==> config.mk <==
export PLATFORM = sky130hd
export DESIGN_NAME = thermocouple_frame_to_ascii_core
export DESIGN_NICKNAME = d
export VERILOG_FILES = /design/src/hw/rtl/tfa_pkg.sv /design/src/hw/rtl/tfa_front.sv /design/src/hw/rtl/tfa_queue.sv /design/src/hw/rtl/tfa_back.sv /design/src/hw/rtl/thermocouple_frame_to_ascii_core.sv
export SDC_FILE = /design/constraint.sdc
export NUM_CORES = 1
export LEC_CHECK = 0
export BUFFER_PORTS_ARGS = -buffer_cell sky130_fd_sc_hd__buf_2
export CORE_MARGIN = 1.5
export CORE_UTILIZATION = 45
export CTS_BUF_LIST = sky130_fd_sc_hd__clkbuf_2 sky130_fd_sc_hd__clkbuf_4 sky130_fd_sc_hd__clkbuf_8
export DETAILED_ROUTE_END_ITERATION = 12
export PLACE_DENSITY = 0.63
export SLEW_MARGIN = 30
export SYNTH_ARGS = -nofsm -noshare
export SYNTH_HDL_FRONTEND = slang
export SYNTH_SLANG_ARGS = --single-unit
==> constraint.sdc <==
create_clock -name clk -period 4.1 [get_ports clk]
set_input_delay 0.615 -clock clk [delete_from_list [all_inputs] [get_ports clk]]
set_output_delay 0.615 -clock clk [all_outputs]
set_load 0.01 [all_outputs]
==> src/hw/rtl/tfa_pkg.sv <==
`default_nettype none

package tfa_pkg;

    // Depth of the request queue between front and back
    localparam int QUEUE_DEPTH = 2;

    // Frame layout
    localparam int FRAME_W  = 32;
    localparam int TEMP_LSB = 20;
    localparam int TEMP_W   = 8;

    // Message bytes
    localparam logic [7:0] MARK_CHAR  = 8'h2A;
    localparam logic [7:0] ASCII_ZERO = 8'h30;

    // Sequencer steps: opening mark is step zero, fault message closes on step six
    localparam logic [2:0] STEP_OPEN        = 3'd0;
    localparam logic [2:0] STEP_FAULT_CLOSE = 3'd6;

    // One classified request as handed from front to back
    typedef struct packed {
        logic       fault;
        logic [1:0] hund;
        logic [3:0] tens;
        logic [3:0] ones;
    } desc_t;

    // Letters of the fault text, indexed by step (one to five)
    function automatic logic [7:0] err_char(input logic [2:0] step);
        logic [7:0] ch;
        unique case (step)
            3'd1:    ch = 8'h45;
            3'd2:    ch = 8'h52;
            3'd3:    ch = 8'h52;
            3'd4:    ch = 8'h4F;
            3'd5:    ch = 8'h52;
            default: ch = MARK_CHAR;
        endcase
        return ch;
    endfunction

endpackage

`default_nettype wire

==> src/hw/rtl/tfa_front.sv <==
`default_nettype none

module tfa_front (
    input  wire logic [tfa_pkg::FRAME_W-1:0] frame,
    output tfa_pkg::desc_t                   desc
);

    logic [tfa_pkg::TEMP_W-1:0] temp;
    logic [1:0]                 hund;
    logic [6:0]                 rem;
    logic [14:0]                prod;
    logic [3:0]                 tens;
    logic [6:0]                 tens_x10;

    // Split the temperature into hundreds and a remainder below one hundred
    always_comb
    begin
        temp = frame[tfa_pkg::TEMP_LSB +: tfa_pkg::TEMP_W];
        if (temp >= 8'd200)
        begin
            hund = 2'd2;
            rem  = 7'(temp - 8'd200);
        end
        else if (temp >= 8'd100)
        begin
            hund = 2'd1;
            rem  = 7'(temp - 8'd100);
        end
        else
        begin
            hund = 2'd0;
            rem  = temp[6:0];
        end
    end

    // Tens by reciprocal multiply (exact for values below one hundred), ones by subtraction
    always_comb
    begin
        prod       = 15'({8'd0, rem} * 15'd205);
        tens       = prod[14:11];
        tens_x10   = 7'({3'd0, tens} * 7'd10);
        desc.hund  = hund;
        desc.tens  = tens;
        desc.ones  = 4'(rem - tens_x10);
        desc.fault = frame[0];
    end

endmodule

`default_nettype wire

==> src/hw/rtl/tfa_queue.sv <==
`default_nettype none

module tfa_queue #(
    parameter int Depth = tfa_pkg::QUEUE_DEPTH
) (
    input  wire logic           clk,
    input  wire logic           rst_n,
    input  wire logic           push,
    input  wire tfa_pkg::desc_t push_desc,
    output logic                full,
    input  wire logic           pop,
    output tfa_pkg::desc_t      head_desc,
    output logic                head_valid
);

    localparam int PtrW = (Depth > 1) ? $clog2(Depth) : 1;
    localparam int CntW = $clog2(Depth + 1);

    tfa_pkg::desc_t mem_reg [Depth];
    logic [PtrW-1:0] wr_ptr_reg, wr_ptr_next;
    logic [PtrW-1:0] rd_ptr_reg, rd_ptr_next;
    logic [CntW-1:0] count_reg, count_next;

    assign full       = (count_reg == CntW'(Depth));
    assign head_valid = (count_reg != '0);
    assign head_desc  = mem_reg[rd_ptr_reg];

    // Advance pointers with wrap at the depth and update the fill count
    always_comb
    begin
        wr_ptr_next = wr_ptr_reg;
        rd_ptr_next = rd_ptr_reg;
        count_next  = count_reg;
        if (push)
        begin
            wr_ptr_next = (wr_ptr_reg == PtrW'(Depth - 1)) ? '0 : PtrW'(wr_ptr_reg + 1'b1);
        end
        if (pop)
        begin
            rd_ptr_next = (rd_ptr_reg == PtrW'(Depth - 1)) ? '0 : PtrW'(rd_ptr_reg + 1'b1);
        end
        if (push && !pop)
        begin
            count_next = CntW'(count_reg + 1'b1);
        end
        else if (pop && !push)
        begin
            count_next = CntW'(count_reg - 1'b1);
        end
    end

    always_ff @(posedge clk or negedge rst_n)
    begin
        if (!rst_n)
        begin
            wr_ptr_reg <= '0;
            rd_ptr_reg <= '0;
            count_reg  <= '0;
        end
        else
        begin
            wr_ptr_reg <= wr_ptr_next;
            rd_ptr_reg <= rd_ptr_next;
            count_reg  <= count_next;
        end
    end

    // Store request payload
    always_ff @(posedge clk)
    begin
        if (push)
        begin
            mem_reg[wr_ptr_reg] <= push_desc;
        end
    end

    a_no_overfill: assert property (@(posedge clk) disable iff (!rst_n)
        push |-> (!full || pop))
        else $error("queue written while full");

    a_no_underrun: assert property (@(posedge clk) disable iff (!rst_n)
        pop |-> head_valid)
        else $error("queue read while empty");

    a_count_bound: assert property (@(posedge clk) disable iff (!rst_n)
        count_reg <= CntW'(Depth))
        else $error("queue count beyond depth");

endmodule

`default_nettype wire

==> src/hw/rtl/tfa_back.sv <==
`default_nettype none

module tfa_back (
    input  wire logic           clk,
    input  wire logic           rst_n,
    input  wire tfa_pkg::desc_t head_desc,
    input  wire logic           head_valid,
    output logic                pop,
    output logic [7:0]          char_out,
    output logic                last,
    output logic                out_valid,
    input  wire logic           out_ready
);

    logic [2:0] step_reg, step_next;
    logic [7:0] char_reg;
    logic       last_reg;
    logic       valid_reg, valid_next;
    logic       load;
    logic [1:0] num_digits;
    logic [2:0] close_step;
    logic [2:0] digit_sel;
    logic [3:0] digit;
    logic [7:0] byte_val;
    logic       byte_last;

    assign char_out  = char_reg;
    assign last      = last_reg;
    assign out_valid = valid_reg;

    // Load the output register when a request is waiting and the register is empty or being drained
    assign load = head_valid && (!valid_reg || out_ready);
    assign pop  = load && byte_last;

    // Work out the byte for the current step of the head request
    always_comb
    begin
        if (head_desc.hund != 2'd0)
        begin
            num_digits = 2'd3;
        end
        else if (head_desc.tens != 4'd0)
        begin
            num_digits = 2'd2;
        end
        else
        begin
            num_digits = 2'd1;
        end
        close_step = head_desc.fault ? tfa_pkg::STEP_FAULT_CLOSE : 3'({1'b0, num_digits} + 3'd1);
        digit_sel  = 3'(step_reg + {1'b0, 2'(2'd3 - num_digits)});
        case (digit_sel)
            3'd1:    digit = {2'd0, head_desc.hund};
            3'd2:    digit = head_desc.tens;
            default: digit = head_desc.ones;
        endcase
        byte_last = (step_reg == close_step);
        if (step_reg == tfa_pkg::STEP_OPEN || byte_last)
        begin
            byte_val = tfa_pkg::MARK_CHAR;
        end
        else if (head_desc.fault)
        begin
            byte_val = tfa_pkg::err_char(step_reg);
        end
        else
        begin
            byte_val = 8'(tfa_pkg::ASCII_ZERO + {4'd0, digit});
        end
    end

    // Advance the step, drop back to the opening mark after the closing byte, and update the valid flag
    always_comb
    begin
        step_next  = step_reg;
        valid_next = valid_reg;
        if (load)
        begin
            step_next  = byte_last ? tfa_pkg::STEP_OPEN : 3'(step_reg + 3'd1);
            valid_next = 1'b1;
        end
        else if (out_ready)
        begin
            valid_next = 1'b0;
        end
    end

    always_ff @(posedge clk or negedge rst_n)
    begin
        if (!rst_n)
        begin
            step_reg  <= tfa_pkg::STEP_OPEN;
            valid_reg <= 1'b0;
        end
        else
        begin
            step_reg  <= step_next;
            valid_reg <= valid_next;
        end
    end

    // Hold the output byte
    always_ff @(posedge clk)
    begin
        if (load)
        begin
            char_reg <= byte_val;
            last_reg <= byte_last;
        end
    end

    a_last_is_mark: assert property (@(posedge clk) disable iff (!rst_n)
        (valid_reg && last_reg) |-> (char_reg == tfa_pkg::MARK_CHAR))
        else $error("closing byte is not a mark");

    a_step_bound: assert property (@(posedge clk) disable iff (!rst_n)
        step_reg <= tfa_pkg::STEP_FAULT_CLOSE)
        else $error("step beyond closing byte");

    a_pop_resets_step: assert property (@(posedge clk) disable iff (!rst_n)
        pop |=> (step_reg == tfa_pkg::STEP_OPEN))
        else $error("step not back at opening mark after request done");

endmodule

`default_nettype wire

==> src/hw/rtl/thermocouple_frame_to_ascii_core.sv <==
// Channel | Direction | Handshake            | Payload
// input   | in        | in_valid, in_ready   | frame[31:0]
// output  | out       | out_valid, out_ready | char_out[7:0], last
//
// A frame is classified in its accept cycle and queued; one message byte leaves per cycle while out_ready is high.
// Its message is three to five bytes long, or seven bytes (mark, ERROR, mark) on a fault.
// The sequencer sets the rate; the queue lets frames be taken while a message is sent.
// Reset clears the queue, the sequencer step and the output valid flag.
// A stalled output holds its byte; in_ready falls only when the queue is full.
`default_nettype none

module thermocouple_frame_to_ascii_core #(
    parameter int QueueDepth = tfa_pkg::QUEUE_DEPTH
) (
    input  wire logic                         clk,
    input  wire logic                         rst_n,
    input  wire logic [tfa_pkg::FRAME_W-1:0]  frame,
    input  wire logic                         in_valid,
    output logic                              in_ready,
    output logic [7:0]                        char_out,
    output logic                              last,
    output logic                              out_valid,
    input  wire logic                         out_ready
);

    tfa_pkg::desc_t new_desc;
    tfa_pkg::desc_t head_desc;
    logic           full;
    logic           head_valid;
    logic           pop;

    assign in_ready = !full;

    // Classify the incoming frame
    tfa_front u_front (
        .frame (frame),
        .desc  (new_desc)
    );

    // Queue classified requests
    tfa_queue #(
        .Depth (QueueDepth)
    ) u_queue (
        .clk        (clk),
        .rst_n      (rst_n),
        .push       (in_valid && !full),
        .push_desc  (new_desc),
        .full       (full),
        .pop        (pop),
        .head_desc  (head_desc),
        .head_valid (head_valid)
    );

    // Send message bytes
    tfa_back u_back (
        .clk        (clk),
        .rst_n      (rst_n),
        .head_desc  (head_desc),
        .head_valid (head_valid),
        .pop        (pop),
        .char_out   (char_out),
        .last       (last),
        .out_valid  (out_valid),
        .out_ready  (out_ready)
    );

endmodule

`default_nettype wire
==> impl_metrics.json <==
{
  "synth_area_leaders": "edfxtp_1, ha_1, dfrtp_1, fa_1, xnor2_1",
  "violations": "negative setup slack",
  "fin_crit_sh": 1.38,
  "remaining_drc_errors": 0,
  "power.density_nw_per_um2": 729,
  "vias_per_cell": 5.11,
  "synthCells": 303,
  "grt_pass1_vias": 2446,
  "syn_nets": 394,
  "async_reset_ff_frac": 0.211,
  "holdWs_ns": 0.162,
  "mostFrequentLayoutCells": "buf_4, ha_1, edfxtp_1, inv_1, buf_2",
  "timing.final.crit_period_ns": 5.64,
  "first_iter_violations": 71,
  "chipHeight_um": 86.8,
  "p_leak_nw": 1.79,
  "drive_above_1_share": 0.364,
  "synth_edf_count": 30,
  "cp.required_ns": 4.12,
  "core.rowCount": 30,
  "ys.flop_type": "edfxtp_1",
  "worst-path-buf-inv": 7,
  "fin_skew_ns": 0.00543,
  "use_met1": 0.217,
  "drt_pre_antenna_iters": 4,
  "clkTransAtPathRegs_ns": 0.07,
  "drv_slew": 0,
  "largest_reg_flops": 22,
  "num_vias": 2428,
  "grt_max_degree": 16,
  "grt_first_pass_wirelength_um": 10700,
  "slowest_stage": "fa_1",
  "status": "complete, but fails checks",
  "cp-end-kind": "register",
  "power.total_mw": 3.01,
  "antenna_found_initial": 0,
  "design_area_um2": 4120,
  "post-place-ws_ns": -2.04,
  "startpoint_type": "primary input",
  "finalHoldViolCount": 0,
  "fin_cells": 475,
  "place_congestion": 0.979,
  "syn-mean-instance-area_um2": 10.4,
  "worst_slack_ns": -1.54,
  "num_io_pins": 47,
  "rr_endpoint": "u_back.char_out[1]",
  "overflow": 0,
  "ys_seq_area_frac": 0.349,
  "clock-sinks": 38,
  "r2r_cells": 12,
  "dp_cells": 456,
  "hpwl_um": 5060,
  "synth_top_area_share": 0.285,
  "cts_root_buf": "clkbuf_8",
  "cts_buffers": 5,
  "cts_tree": "done",
  "placed_area_um2": 3720,
  "htree_levels": 2,
  "slew_headroom": 0.406,
  "yosys.area.top_type": "edfxtp_1",
  "chipWidth_um": 86.8,
  "busiest_layer": "met2",
  "setup_viol": 14,
  "crit_path_max_fanout": 3,
  "min_path_type": "in -> async",
  "mostFrequentLayoutCell": "buf_4",
  "routed_wl_um": 6370,
  "worstSkewPairLatency_ns": 0.28,
  "ys_seq_elements": 38,
  "syn_area_um2": 3160,
  "ys_types": 55,
  "port_buffers": 22,
  "rrSetupSlack_ns": 0.74,
  "track_usage": 0.183,
  "grt_util_met2": 0.326,
  "tightest_slew_ns": 0.888,
  "worstSetupPathType": "in -> reg",
  "dieArea_um2": 7530,
  "maxCapViolCount": 0,
  "core-area_um2": 6790,
  "fmax_ghz": 0.177,
  "grtUsageMet3": 0.0343,
  "drt-wirelength-per-cell_um": 13.4,
  "slowest_delay_ns": 0.50,
  "yosysWarnings": 0,
  "critPathTopFamily": "adder cells",
  "route.antenna.remaining_nets": 0,
  "finalNetCount": 469,
  "crit_arrival_ns": 5.66,
  "n_antenna_cell": 0,
  "fillCellCount": 575,
  "rsz0062_at_grt": "yes",
  "start_util": 0.465,
  "area_delta_synth_final_pct": 30.5,
  "peakVddDrop_v": 0.000490,
  "worstReg2RegStart": "u_queue.rd_ptr_reg",
  "clockBufferDepth": 2
}
==> power by group <==
group / total (mW) / switching (mW) / internal, mW
sequential: 0.819 / 0.112 / 0.706
clock: 0.224 / 0.111 / 0.113
combinational: 1.96 / 1.04 / 0.921
total: 3.01 / 1.27 / 1.74
==> per-stage QoR <==
stage / utilization / TNS [ns]
global placement: 0.547 / -19.89
global route: 0.607 / -15.56
detailed placement: 0.547 / -20.24
CTS: 0.598 / -13.51
floorplan: - / -14.07
finish: 0.607 / -13.59
==> worst max-delay path by stage <==
stage,from,cells past startpoint,slack [ns],to
6_report,frame[22],29,-1.54,u_queue.mem_reg[1][3]
5_1_grt,frame[22],30,-1.69,u_queue.mem_reg[1][3]
4_1_cts,frame[22],30,-1.52,u_queue.mem_reg[1][3]
3_5_place_dp,frame[22],27,-2.04,u_queue.mem_reg[0][3]
3_3_place_gp,frame[23],29,-1.98,u_queue.mem_reg[0][3]
2_1_floorplan,frame[23],28,-1.66,u_queue.mem_reg[0][3]
==> layout make-up <==
| class | instances | area, um2 | share of cell area |
|---|---|---|---|
| multi-input combinational | 224 | 2150 | 0.522 |
| sequential | 38 | 1100 | 0.267 |
| timing repair buffer | 77 | 543 | 0.132 |
| inverter | 32 | 128 | 0.0310 |
| tap | 96 | 120 | 0.0291 |
| clock buffer | 5 | 68.8 | 0.0167 |
| clock inverter | 3 | 11.3 | 0.00273 |
==> Yosys cell counts, drive strengths merged, types with 2 or more instances <==
cell,number
a21oi,23
a22oi,2
clkbuf,4
and2,2
xnor2,15
inv,32
a31oi,5
nor2,20
nor2b,4
nand2b,5
o21ai,15
a2111oi,2
nand2,19
o21a,2
nor3,7
ha,45
buf,5
mux2i,11
mux2,2
edfxtp,30
xor2,5
nor4,3
o22ai,2
dfrtp,8
and3,2
a211oi,3
nand3,5
a311oi,2
fa,10
==> logic make-up after synthesis <==
kind of cell    Yosys count  share of synthesized area
compound gates           63                      0.140
mux                      13                     0.0420
fa+ha+maj                55                      0.242
xor+xnor                 20                     0.0554
flops                    38                      0.349
simple gates             72                      0.115
buf+inv                  41                     0.0566
other cells               1                    0.00119
==> repair_timing <==
action | in CTS | in global routing
pin swaps | 38 | 13
buffers inserted | 11 | 1
resized for setup | 32 | 12
hold buffers | 0 | 0
setup endpoints to repair | 14 | 14
==> routing by layer <==
| layer | vias to the layer above | wire length (um) |
|---|---|---|
| li1 | 1220 | - |
| met1 | 1139 | 2720 |
| met2 | 58 | 3340 |
| met3 | 11 | 177 |
| met4 | 0 | 138 |
| met5 | - | 0 |
Note: power is estimated with default switching activity, not from simulation.
